--- config.mk ---
export PLATFORM = sky130hd
export DESIGN_NAME = ring_slot_allocator_reuse_sent_unit
export DESIGN_NICKNAME = d
export VERILOG_FILES = /design/src/rtl/rsa_pkg.sv /design/src/rtl/rsa_ram.sv /design/src/rtl/rsa_ctrl.sv /design/src/rtl/rsa_datapath.sv /design/src/rtl/ring_slot_allocator_reuse_sent_unit.sv
export SDC_FILE = /design/constraint.sdc
export NUM_CORES = 1
export LEC_CHECK = 0
export ABC_AREA = 1
export CORE_MARGIN = 1
export CORE_UTILIZATION = 35
export DETAILED_ROUTE_END_ITERATION = 7
export DONT_BUFFER_PORTS = 1
export PLACE_DENSITY = 0.56
export REMOVE_ABC_BUFFERS = 1
export SYNTH_ARGS = -nofsm -noshare
export SYNTH_HDL_FRONTEND = slang
export SYNTH_SLANG_ARGS = --single-unit
--- constraint.sdc ---
create_clock -name clk_i -period 5.54 [get_ports clk_i]
set_clock_uncertainty 0.2 [all_clocks]
set_input_delay 0.831 -clock clk_i [delete_from_list [all_inputs] [get_ports clk_i]]
set_output_delay 0.831 -clock clk_i [all_outputs]
set_load 0.02 [all_outputs]
--- src/rtl/rsa_pkg.sv ---
// Shared types and constants for the ring slot allocator.
// Used by the controller, the datapath and the top level; depends on nothing.
package rsa_pkg;

  // Default number of message slots.
  localparam int unsigned SLOTS_DEF = 32;

  // Field widths.
  localparam int unsigned TIME_W = 64;
  localparam int unsigned PAY_W  = 64;
  localparam int unsigned IDX_W  = 5;

  // Packed stream widths, padded to whole bytes.
  localparam int unsigned IN_TDATA_W  = 136;
  localparam int unsigned OUT_TDATA_W = 8;

  // Command codes carried in tuser.
  localparam logic CMD_PUSH = 1'b0;
  localparam logic CMD_MARK = 1'b1;

  // Commands from the controller to the datapath.
  typedef struct packed {
    logic load;  // capture the accepted item
    logic exec;  // carry out the captured item and register its result
  } rsa_cmd_t;

endpackage

--- src/rtl/rsa_ram.sv ---
// Generic single-port-write, registered-read RAM.
// Standalone; used by the datapath for the payload store.
module rsa_ram #(
  parameter int unsigned WIDTH = 64,
  parameter int unsigned DEPTH = 32,
  parameter int unsigned AW    = (DEPTH > 1) ? $clog2(DEPTH) : 1
) (
  input  logic             clk_i,
  input  logic             we_i,
  input  logic [AW-1:0]    waddr_i,
  input  logic [WIDTH-1:0] wdata_i,
  input  logic [AW-1:0]    raddr_i,
  output logic [WIDTH-1:0] rdata_o
);

  logic [WIDTH-1:0] mem [DEPTH];

  // Write port.
  always_ff @(posedge clk_i) begin
    if (we_i) begin
      mem[waddr_i] <= wdata_i;
    end
  end

  // Registered read port.
  always_ff @(posedge clk_i) begin
    rdata_o <= mem[raddr_i];
  end

endmodule

--- src/rtl/rsa_ctrl.sv ---
// Handshake controller for the ring slot allocator.
// Depends on rsa_pkg; drives the command struct into rsa_datapath.
module rsa_ctrl
  import rsa_pkg::*;
(
  input  logic     clk_i,
  input  logic     rst_ni,
  input  logic     in_valid_i,
  output logic     in_ready_o,
  output logic     out_valid_o,
  input  logic     out_ready_i,
  output rsa_cmd_t cmd_o
);

  typedef enum logic {
    ST_IDLE,
    ST_EXEC
  } state_e;

  state_e state_q;
  logic   out_valid_q;
  logic   exec_ok;

  // One item is held at a time; the result register may still be full.
  assign in_ready_o  = (state_q == ST_IDLE);
  assign out_valid_o = out_valid_q;

  // The item executes once the result register is free or being emptied.
  assign exec_ok    = !out_valid_q || out_ready_i;
  assign cmd_o.load = (state_q == ST_IDLE) && in_valid_i;
  assign cmd_o.exec = (state_q == ST_EXEC) && exec_ok;

  // State and result-valid flag.
  always_ff @(posedge clk_i or negedge rst_ni) begin
    if (!rst_ni) begin
      state_q     <= ST_IDLE;
      out_valid_q <= 1'b0;
    end else begin
      unique case (state_q)
        ST_IDLE: begin
          if (in_valid_i) begin
            state_q <= ST_EXEC;
          end
          if (out_ready_i) begin
            out_valid_q <= 1'b0;
          end
        end
        ST_EXEC: begin
          if (exec_ok) begin
            state_q     <= ST_IDLE;
            out_valid_q <= 1'b1;
          end
        end
        default: begin
          state_q <= ST_IDLE;
        end
      endcase
    end
  end

endmodule

--- src/rtl/rsa_datapath.sv ---
// Datapath of the ring slot allocator: slot flag vectors, head pointer,
// free-slot search and result register. Depends on rsa_pkg and rsa_ram.
module rsa_datapath
  import rsa_pkg::*;
#(
  parameter int unsigned SLOTS = SLOTS_DEF
) (
  input  logic              clk_i,
  input  logic              rst_ni,
  input  rsa_cmd_t          cmd_i,
  input  logic              cfg_we_i,
  input  logic              cfg_wdata_i,
  input  logic              in_cmd_i,
  input  logic [TIME_W-1:0] in_time_i,
  input  logic              in_sent_i,
  input  logic [PAY_W-1:0]  in_payload_i,
  input  logic [IDX_W-1:0]  in_index_i,
  output logic [IDX_W-1:0]  slot_used_o,
  output logic              lost_unsent_o
);

  localparam int unsigned IW = (SLOTS > 1) ? $clog2(SLOTS) : 1;
  localparam int unsigned CW = (IW > IDX_W) ? IW : IDX_W;

  // Captured item; the timestamp only matters as zero or nonzero.
  logic             cmd_q;
  logic             time_nz_q;
  logic             sent_in_q;
  logic [PAY_W-1:0] pay_q;
  logic [IDX_W-1:0] idx_q;

  // Slot state.
  logic [SLOTS-1:0] nonempty_q;
  logic [SLOTS-1:0] sent_q;
  logic [IW-1:0]    head_q;
  logic             reuse_q;

  // Result register.
  logic [IDX_W-1:0] slot_used_q;
  logic             lost_q;

  // Search signals.
  logic [SLOTS-1:0] free_vec;
  logic [SLOTS-1:0] hi_free;
  logic [SLOTS-1:0] pick_src;
  logic [SLOTS-1:0] pick_low;
  logic [IW-1:0]    found_idx;
  logic [IW-1:0]    slot_sel;
  logic [IW-1:0]    head_next;
  logic [CW-1:0]    slot_ext;
  logic [CW:0]      idx_ext;
  logic             mark_ok;
  logic [IW-1:0]    mark_slot;
  logic             push_lost;
  logic             push_we;

  // Capture the accepted item.
  always_ff @(posedge clk_i) begin
    if (cmd_i.load) begin
      cmd_q     <= in_cmd_i;
      time_nz_q <= |in_time_i;
      sent_in_q <= in_sent_i;
      pay_q     <= in_payload_i;
      idx_q     <= in_index_i;
    end
  end

  // Free slots, and those at or above the head.
  always_comb begin
    free_vec = ~nonempty_q | sent_q;
    for (int unsigned i = 0; i < SLOTS; i++) begin
      hi_free[i] = free_vec[i] && (IW'(i) >= head_q);
    end
  end

  // Lowest free slot, searching from the head first and wrapping to slot 0.
  always_comb begin
    pick_src  = (|hi_free) ? hi_free : free_vec;
    pick_low  = pick_src & (~pick_src + SLOTS'(1));
    found_idx = '0;
    for (int unsigned i = 0; i < SLOTS; i++) begin
      if (pick_low[i]) begin
        found_idx = found_idx | IW'(i);
      end
    end
  end

  // Chosen slot for a push and the head that follows it.
  assign slot_sel  = (reuse_q && (|free_vec)) ? found_idx : head_q;
  assign head_next = (slot_sel == IW'(SLOTS - 1)) ? '0 : slot_sel + IW'(1);
  assign slot_ext  = CW'(slot_sel);
  assign push_lost = nonempty_q[slot_sel] && !sent_q[slot_sel];
  assign push_we   = cmd_i.exec && (cmd_q == CMD_PUSH);

  // Mark target; indices beyond the store are ignored.
  assign idx_ext   = (CW + 1)'(idx_q);
  assign mark_ok   = idx_ext < (CW + 1)'(SLOTS);
  assign mark_slot = idx_ext[IW-1:0];

  // Slot flags, head pointer and mode register.
  always_ff @(posedge clk_i or negedge rst_ni) begin
    if (!rst_ni) begin
      nonempty_q <= '0;
      sent_q     <= '0;
      head_q     <= '0;
      reuse_q    <= 1'b1;
    end else begin
      if (cfg_we_i) begin
        reuse_q <= cfg_wdata_i;
      end
      if (cmd_i.exec) begin
        if (cmd_q == CMD_MARK) begin
          if (mark_ok) begin
            sent_q[mark_slot] <= 1'b1;
          end
        end else begin
          nonempty_q[slot_sel] <= time_nz_q;
          sent_q[slot_sel]     <= sent_in_q;
          head_q               <= head_next;
        end
      end
    end
  end

  // Result register, loaded as the item executes.
  always_ff @(posedge clk_i) begin
    if (cmd_i.exec) begin
      if (cmd_q == CMD_MARK) begin
        slot_used_q <= idx_q;
        lost_q      <= 1'b0;
      end else begin
        slot_used_q <= slot_ext[IDX_W-1:0];
        lost_q      <= push_lost;
      end
    end
  end

  assign slot_used_o   = slot_used_q;
  assign lost_unsent_o = lost_q;

  // Payload store; its contents are kept but not returned in results.
  rsa_ram #(
    .WIDTH (PAY_W),
    .DEPTH (SLOTS),
    .AW    (IW)
  ) u_payload_ram (
    .clk_i   (clk_i),
    .we_i    (push_we),
    .waddr_i (slot_sel),
    .wdata_i (pay_q),
    .raddr_i (slot_sel),
    .rdata_o ()
  );

endmodule

--- src/rtl/ring_slot_allocator_reuse_sent_unit.sv ---
// Ring slot allocator: the accept edge captures the item, and once the result register
// is free or being emptied, a later edge runs the combinational rotating free-slot
// search and slot update and registers the result. No new item is accepted until the
// held item has executed. A held result delays the execution until the receiver takes it.
// Reset (rst_ni low, asynchronous) empties all slots, clears head, sets reuse mode.
module ring_slot_allocator_reuse_sent_unit
  import rsa_pkg::*;
#(
  parameter int unsigned SLOTS = SLOTS_DEF
) (
  input  logic                   clk_i,
  input  logic                   rst_ni,
  // Configuration: reuse_sent_mode.
  input  logic                   cfg_we_i,
  input  logic                   cfg_wdata_i,
  // Input items.
  input  logic                   s_axis_tvalid,
  output logic                   s_axis_tready,
  // [63:0] created_time, [64] sent_flag, [128:65] payload, [133:129] slot_index
  input  logic [IN_TDATA_W-1:0]  s_axis_tdata,
  // [0] cmd
  input  logic                   s_axis_tuser,
  // Result items.
  output logic                   m_axis_tvalid,
  input  logic                   m_axis_tready,
  // [4:0] slot_used, [5] lost_unsent, [7:6] zero
  output logic [OUT_TDATA_W-1:0] m_axis_tdata
);

  rsa_cmd_t         ctrl_cmd;
  logic [IDX_W-1:0] slot_used;
  logic             lost_unsent;

  // Handshake controller.
  rsa_ctrl u_ctrl (
    .clk_i       (clk_i),
    .rst_ni      (rst_ni),
    .in_valid_i  (s_axis_tvalid),
    .in_ready_o  (s_axis_tready),
    .out_valid_o (m_axis_tvalid),
    .out_ready_i (m_axis_tready),
    .cmd_o       (ctrl_cmd)
  );

  // Slot state and search.
  rsa_datapath #(
    .SLOTS (SLOTS)
  ) u_datapath (
    .clk_i         (clk_i),
    .rst_ni        (rst_ni),
    .cmd_i         (ctrl_cmd),
    .cfg_we_i      (cfg_we_i),
    .cfg_wdata_i   (cfg_wdata_i),
    .in_cmd_i      (s_axis_tuser),
    .in_time_i     (s_axis_tdata[63:0]),
    .in_sent_i     (s_axis_tdata[64]),
    .in_payload_i  (s_axis_tdata[128:65]),
    .in_index_i    (s_axis_tdata[133:129]),
    .slot_used_o   (slot_used),
    .lost_unsent_o (lost_unsent)
  );

  // Pack the result.
  assign m_axis_tdata = {2'b00, lost_unsent, slot_used};

`ifndef SYNTHESIS
  // Only one item is in flight: after an accept, the input side closes.
  a_one_in_flight: assert property (@(posedge clk_i) disable iff (!rst_ni)
    (s_axis_tvalid && s_axis_tready) |=> !s_axis_tready)
    else $error("input accepted while an item is still executing");

  // A pending result is never overwritten by a new execution.
  a_no_overwrite: assert property (@(posedge clk_i) disable iff (!rst_ni)
    ctrl_cmd.exec |-> !(m_axis_tvalid && !m_axis_tready))
    else $error("result register overwritten while still pending");

  // A result appears only after an item was executed.
  a_result_source: assert property (@(posedge clk_i) disable iff (!rst_ni)
    $rose(m_axis_tvalid) |-> $past(ctrl_cmd.exec))
    else $error("result valid without an executed item");
`endif

endmodule
### Word-level counts from Yosys, hierarchy flattened

Index checks and enable logic that the tools add are counted.

* bitwise gates (word level): 6
* $add $sub $neg: 2
* reduce and logical (&&, ||, !) cells: 48
* equal/unequal tests: 6
* mux-type cells: 67
* order comparisons: 37

Operators by type and width (count)
* $mux W32: 8
* $mux W5: 22
* $ge A5 B5 Y1 const A: 16
* $bwmux W32: 2
* $not A32 Y32: 2
* $or A32 B32 Y32: 2
* $reduce_or A32 Y1: 2
* $reduce_or A64 Y1: 1
* $ge A4 B5 Y1 const A: 8
* $logic_and A1 B1 Y1: 38
* $add A32 B1 Y32 const B: 1
* $and A32 B32 Y32: 1
* $mux W4: 8
* $ge A3 B5 Y1 const A: 4
* $lt A5 B6 Y1 const B: 3
* $mux W1: 15
* $mux W3: 4
* $bmux W1 S5: 2
* $demux W1 S5: 2
* $ge A1 B5 Y1 const A: 2
* $ge A2 B5 Y1 const A: 2
* $ge A5 B1 Y1 const B: 2
* $reduce_and A2 Y1: 4
* $add A5 B1 Y5 const B: 1
* other kinds (10): 14

* word-level logic and storage cells: 178
* bits of input ports: 143
* output and inout bits: 10
* register bits after elaboration: 86

### Depth between registers and ports, before layout

* depth after elaboration: 47
* mapped depth: 32
* mapped depth without buffers: 30

### By module

Synthesis repeated with hierarchy kept, for this count alone.

* cells, all modules: 1220
* area total of the unflattened synthesis: 7457.2 um2

By module, submodules not included
* rsa_datapath: cells an instance 1205, seq. area each 2173.3 um2, area an instance 7338.3 um2, instances 1
* rsa_ctrl: cells an instance 11, seq. area each 50.0 um2, area an instance 92.6 um2, instances 1
* ring_slot_allocator_reuse_sent_unit: cells an instance 4, seq. area each 0.0 um2, area an instance 26.3 um2, instances 1

### Least setup slack after synthesis

Ideal clock, no wire load.

* kind: reg-to-reg
* start point: register u_datapath.head_q[3]
* end point: register u_datapath.head_q[2]
* library setup time: 0.101 ns
* stages on the path, launching flop included: 31
* clock period less this slack: 3.989 ns
* arrival time: 3.689 ns
* path buffers: 3
* slack: 1.551 ns
* cell sequence: dfrtp_1 buf_4 nand2_1 inv_1 nand2_1 nand3_1 nand2_1 nor2_1 nand2_1 nor2_2 buf_4 nand3_1 nand2_1 nor2_2 nand2_1 nor2_4 nand3_1 nand2_1 inv_2 nand2_1 nor2_1 nand3_1 nand2_2 inv_2 buf_2 ha_1 inv_1 nor3_2 ha_1 or2_2 o32ai_1

* longest elaborated chain between the ends: 43

Ends and longest elaborated chain
* start, declared: line rsa_datapath.sv:35 `logic [IW-1:0] head_q;`
* start signal, assigned: line rsa_datapath.sv:119 `head_q <= head_next;`
* $ge A1 B5 Y1 (tied with other cells): line rsa_datapath.sv:72 `hi_free[i] = free_vec[i] && (IW'(i) >= head_q);`
* $logic_and A1 B1 Y1: line rsa_datapath.sv:72
* $reduce_or A32 Y1: line rsa_datapath.sv:78 `pick_src = (|hi_free) ? hi_free : free_vec;`
* $mux W32: line rsa_datapath.sv:78
* $not A32 Y32: line rsa_datapath.sv:79 `pick_low = pick_src & (~pick_src + SLOTS'(1));`
* $add A32 B1 Y32: line rsa_datapath.sv:79
* $and A32 B32 Y32: line rsa_datapath.sv:79
* $mux W1: line rsa_datapath.sv:82 `if (pick_low[i]) begin`
* $mux W2 (2 in a row): line rsa_datapath.sv:82
* $mux W3 (4 in a row): line rsa_datapath.sv:82
* $mux W4 (8 in a row): line rsa_datapath.sv:82
* $mux W5 (16 in a row): line rsa_datapath.sv:82
* $mux W5 *: line rsa_datapath.sv:89 `assign slot_sel = (reuse_q && (|free_vec)) ? found_idx : head_q;`
* $add A5 B1 Y5 or $eq A5 B5 Y1 (tied branches): line rsa_datapath.sv:90 `assign head_next = (slot_sel == IW'(SLOTS - 1)) ? '0 : slot_sel + IW'(1);`
* $mux W5 *: line rsa_datapath.sv:90
* $mux W5 *: line rsa_datapath.sv:112 `if (cmd_q == CMD_MARK) begin`
* $mux W5 *: line rsa_datapath.sv:111 `if (cmd_i.exec) begin`

Mark *: on every way between the ends. The rest lies on a longest branch, timed or not. The select of a mux whose other input is x is not followed.
A chain may end at the register's enable or synchronous reset.

### Final worst setup path

* start point: register u_datapath.head_q[4]
* end point: register u_datapath.head_q[2]

The elaborated chain is that of the path after synthesis.

==> impl_metrics.env <==
export IMPL_status="finished clean"
export IMPL_placed_area_mm2=0.007510
export IMPL_reg2regPathDepth=26
export IMPL_rrSetupSlack_ns=0.38
export IMPL_worstReg2RegEnd="u_datapath.head_q[2]$_DFFE_PN0P_"
export IMPL_synth_edf_count=14
export IMPL_wirelength_mm=25.69
export IMPL_ys_seq_area_share_pct=30.37
export IMPL_cts_resized=0
export IMPL_period_share_pct=93.11
export IMPL_finalWorstPathRequiredPeriod_ns=5.158
export IMPL_r2r_start="u_datapath.head_q[4]$_DFFE_PN0P_"
export IMPL_p_int_mw=2.050
export IMPL_muxShareOfSynthArea_pct=0.1538
export IMPL_critical_path_slowest_cell="dfrtp_1"
export IMPL_critPathBufInv=5
export IMPL_cts_root_buf="clkbuf_16"
export IMPL_yosys_area_share_xor_xnor_pct=0.1196
export IMPL_swShare_pct=57.11
export IMPL_grtUsageTotal_pct=24.26
export IMPL_cp_arrival_ns=5.20
export IMPL_slew_headroom_pct=23.11
export IMPL_final_area_mm2=0.007826
export IMPL_io_buffers=0
export IMPL_antenna_found_initial=0
export IMPL_dr_pass1_iters=5
export IMPL_syn_to_final_growth_pct=6.887
export IMPL_grt_overflow_total=0
export IMPL_p_leak_nw=3.603
export IMPL_vias=7768
export IMPL_grt_pass1_vias=7261
export IMPL_drc=0
export IMPL_clk_latency_ns=0.35
export IMPL_die_width_um=146.6
export IMPL_vdd_drop_max_uv=442.9
export IMPL_hold_viol_final=0
export IMPL_grt_max_degree=72
export IMPL_synth_top_area_cell="dfrtp_1"
export IMPL_clockBufferDepth=2
export IMPL_critical_path_class="reg -> reg"
export IMPL_synth_top_family_by_area="simple AND/OR/NAND/NOR gates"
export IMPL_viasPerCell=5.357
export IMPL_wl_per_cell_um=17.72
export IMPL_yosys_cell_count_top_type="nand2_1"
export IMPL_synthTopCellsByArea="dfrtp_1 24%, nand2_1 19%, nand3_1 9.6%"
export IMPL_hp_class="in -> async"
export IMPL_n_antenna_cell=0
export IMPL_slowest_delay_ns=0.69
export IMPL_stdcell_count=1450
export IMPL_placementRows=52
export IMPL_final_nets=1323
export IMPL_postCtsSetupBuffers=0
export IMPL_mappedNetlistArea_mm2=0.007322
export IMPL_synthAdderAreaFrac_pct=0.8544
export IMPL_final_layout_size_suffix_gt1_share_pct=7.881
export IMPL_worstSetupEndpointType="flip-flop"
export IMPL_synth_main_ff_cell="dfrtp_1"
export IMPL_rsz0062_at_grt="false"
export IMPL_power_density_mw_per_mm2=610.7
export IMPL_die_area_mm2=0.02150
export IMPL_cap_violations=0
export IMPL_ioPinCount=153
export IMPL_yosysWarnings=0
export IMPL_tns_ns=0
export IMPL_fmax_ghz=0.1939
export IMPL_ant_nets=0
export IMPL_clock_power_share_pct=12.7
export IMPL_fin_hold_ws_ns=0.1137
export IMPL_final_max_slew_viol_count=0
export IMPL_syn_inst=1198
export IMPL_worstPathMaxFanout=30
export IMPL_synth_top_area_share_pct=24.27
export IMPL_postCtsHoldBufs=1
export IMPL_yosys_area_share_simple_pct=45.32
export IMPL_cts_tree="built"
export IMPL_drt_iter0_drc=743
export IMPL_placed_cells=1433
export IMPL_critical_path_top_delay_family="simple AND/OR/NAND/NOR gates"
export IMPL_synth_compound_area_share_pct=12.95
export IMPL_p_sw_mw=2.729
export IMPL_clkSinkCount=86
export IMPL_clk_pin_slew_ns=0.07
export IMPL_place_gp_congestion=0.9370
export IMPL_required_ns=5.58
export IMPL_syn_avg_cell_area_um2=6.112
export IMPL_worst_slew_pin_slew_ns=1.152
export IMPL_dp_hpwl_mm=18.85
export IMPL_core_area_mm2=0.02036
export IMPL_comb_power_share_pct=62.8
export IMPL_ys_top_cells_by_count="374 x nand2_1, 140 x nand3_1, 125 x nor2_1"
export IMPL_start_kind="flip-flop"
export IMPL_async_flop_share_pct=83.72
export IMPL_finalSetupViolations=0
export IMPL_grt_pass1_wl_mm=40.53
export IMPL_synth_distinct_cells=43
export IMPL_initial_core_util_pct=35.95
export IMPL_seqPwrFrac_pct=24.5
export IMPL_die_h_um=146.6
export IMPL_ys_seq_elements=86
export IMPL_cts_buffers=9
export IMPL_cts_max_level=3
[worst max path at each step]
stage                                           startpoint                               end  slack, ns  cells past startpoint
after floorplan           u_datapath.head_q[4]$_DFFE_PN0P_  u_datapath.head_q[2]$_DFFE_PN0P_       0.38                     25
after global placement    u_datapath.head_q[4]$_DFFE_PN0P_  u_datapath.head_q[2]$_DFFE_PN0P_       0.52                     24
after detailed placement  u_datapath.head_q[4]$_DFFE_PN0P_  u_datapath.head_q[2]$_DFFE_PN0P_       0.52                     26
after CTS                 u_datapath.head_q[4]$_DFFE_PN0P_  u_datapath.head_q[2]$_DFFE_PN0P_       0.48                     26
after global routing      u_datapath.head_q[4]$_DFFE_PN0P_  u_datapath.head_q[2]$_DFFE_PN0P_       0.08                     26
final                     u_datapath.head_q[4]$_DFFE_PN0P_  u_datapath.head_q[2]$_DFFE_PN0P_       0.38                     26
[registers in the layout, indices dropped and copies added (netlist names)]
register / count
u_ctrl.out_valid_o: 1
u_ctrl.state_q: 1
u_datapath.slot_used_o: 5
u_datapath.time_nz_q: 1
u_datapath.idx_q: 5
u_datapath.nonempty_q: 32
u_datapath.reuse_q: 1
u_datapath.sent_in_q: 1
u_datapath.sent_q: 32
u_datapath.cmd_q: 1
u_datapath.head_q: 5
u_datapath.lost_unsent_o: 1
[placed cells by master (no fill, tap or decap), types with 2 or more instances in the layout]
cell	count
o21ai_1	54
nand3_1	140
buf_4	12
inv_8	2
o21ai_0	45
o22ai_1	15
nand2_4	6
nor3_1	12
inv_1	118
inv_6	3
clkbuf_16	9
nand4_1	18
nand3_2	4
dfrtp_1	71
nor2_2	13
nor2_1	124
nand2_1	374
ha_1	5
nor3_2	3
or2_2	2
clkinvlp_4	2
o31ai_1	2
and2_1	2
nand2_2	8
conb_1	2
nor2_4	6
edfxtp_1	14
a21oi_1	62
inv_2	15
nand3b_1	2
nor4_1	22
[cell type report]
cell class,instances,area (um2)
inverters,133,499.2
flip-flops and latches,86,2223
clock inverters,7,63.81
fillers,2218,12540
repair buffers,13,117.6
multi-input cells,932,4359
clock buffers,9,225.2
well taps,270,337.8
[power by group through the flow]
stage / clock, mW / combinational (mW) / sequential [mW]
2_1_floorplan: 0 / 2.05 / 1.11
5_1_grt: 0.640 / 3.33 / 1.20
3_3_place_gp: 0 / 2.94 / 1.17
4_1_cts: 0.610 / 2.96 / 1.17
3_5_place_dp: 0 / 2.94 / 1.18
6_report: 0.605 / 3.00 / 1.17
[worst reg2reg max path, cell delays in order (launching register included)]
cell and delay, ns:
dfrtp_1 0.69, inv_1 0.30, o21ai_1 0.21, nor2_1 0.08
a21oi_1 0.13, nand3_1 0.11, nor2_2 0.09, buf_4 0.32
nand3_1 0.12, nand2_1 0.19, nor2_2 0.07, nand2_1 0.15
nor2_4 0.08, nand3_1 0.09, nand2_1 0.08, inv_2 0.06
nand2_1 0.05, nor2_1 0.08, nand3_1 0.15, nand2_2 0.33
inv_2 0.07, ha_1 0.29, inv_1 0.20, nor3_2 0.11
ha_1 0.21, or2_2 0.34, o32ai_1 0.28
[through the flow]
stage	utilization (%)	power (mW)	worst slack, ns
3_5_place_dp	36.88	4.113	0.5201
4_1_cts	38.43	4.741	0.4819
2_1_floorplan	-	3.162	0.3774
3_3_place_gp	36.88	4.110	0.5165
5_1_grt	38.43	5.177	0.07784
6_report	38.43	4.780	0.3817
[kinds of logic after synthesis]
group           Yosys count
other cells               1
compound gates          182
fa+ha+maj                 5
xor+xnor                  1
simple gates            741
mux                       1
buf+inv                 181
flops                    86
[routing by layer]
layer / part of all wire, % / track usage [%] / vias up
met1: 46 / 34.29 / 3612
met4: 2.1 / 7.344 / 0
met2: 45 / 38.48 / 248
met5: 0 / 0 / -
li1: - / - / 3870
met3: 6.6 / 2.906 / 38
Power figures use the tool's default switching activity.
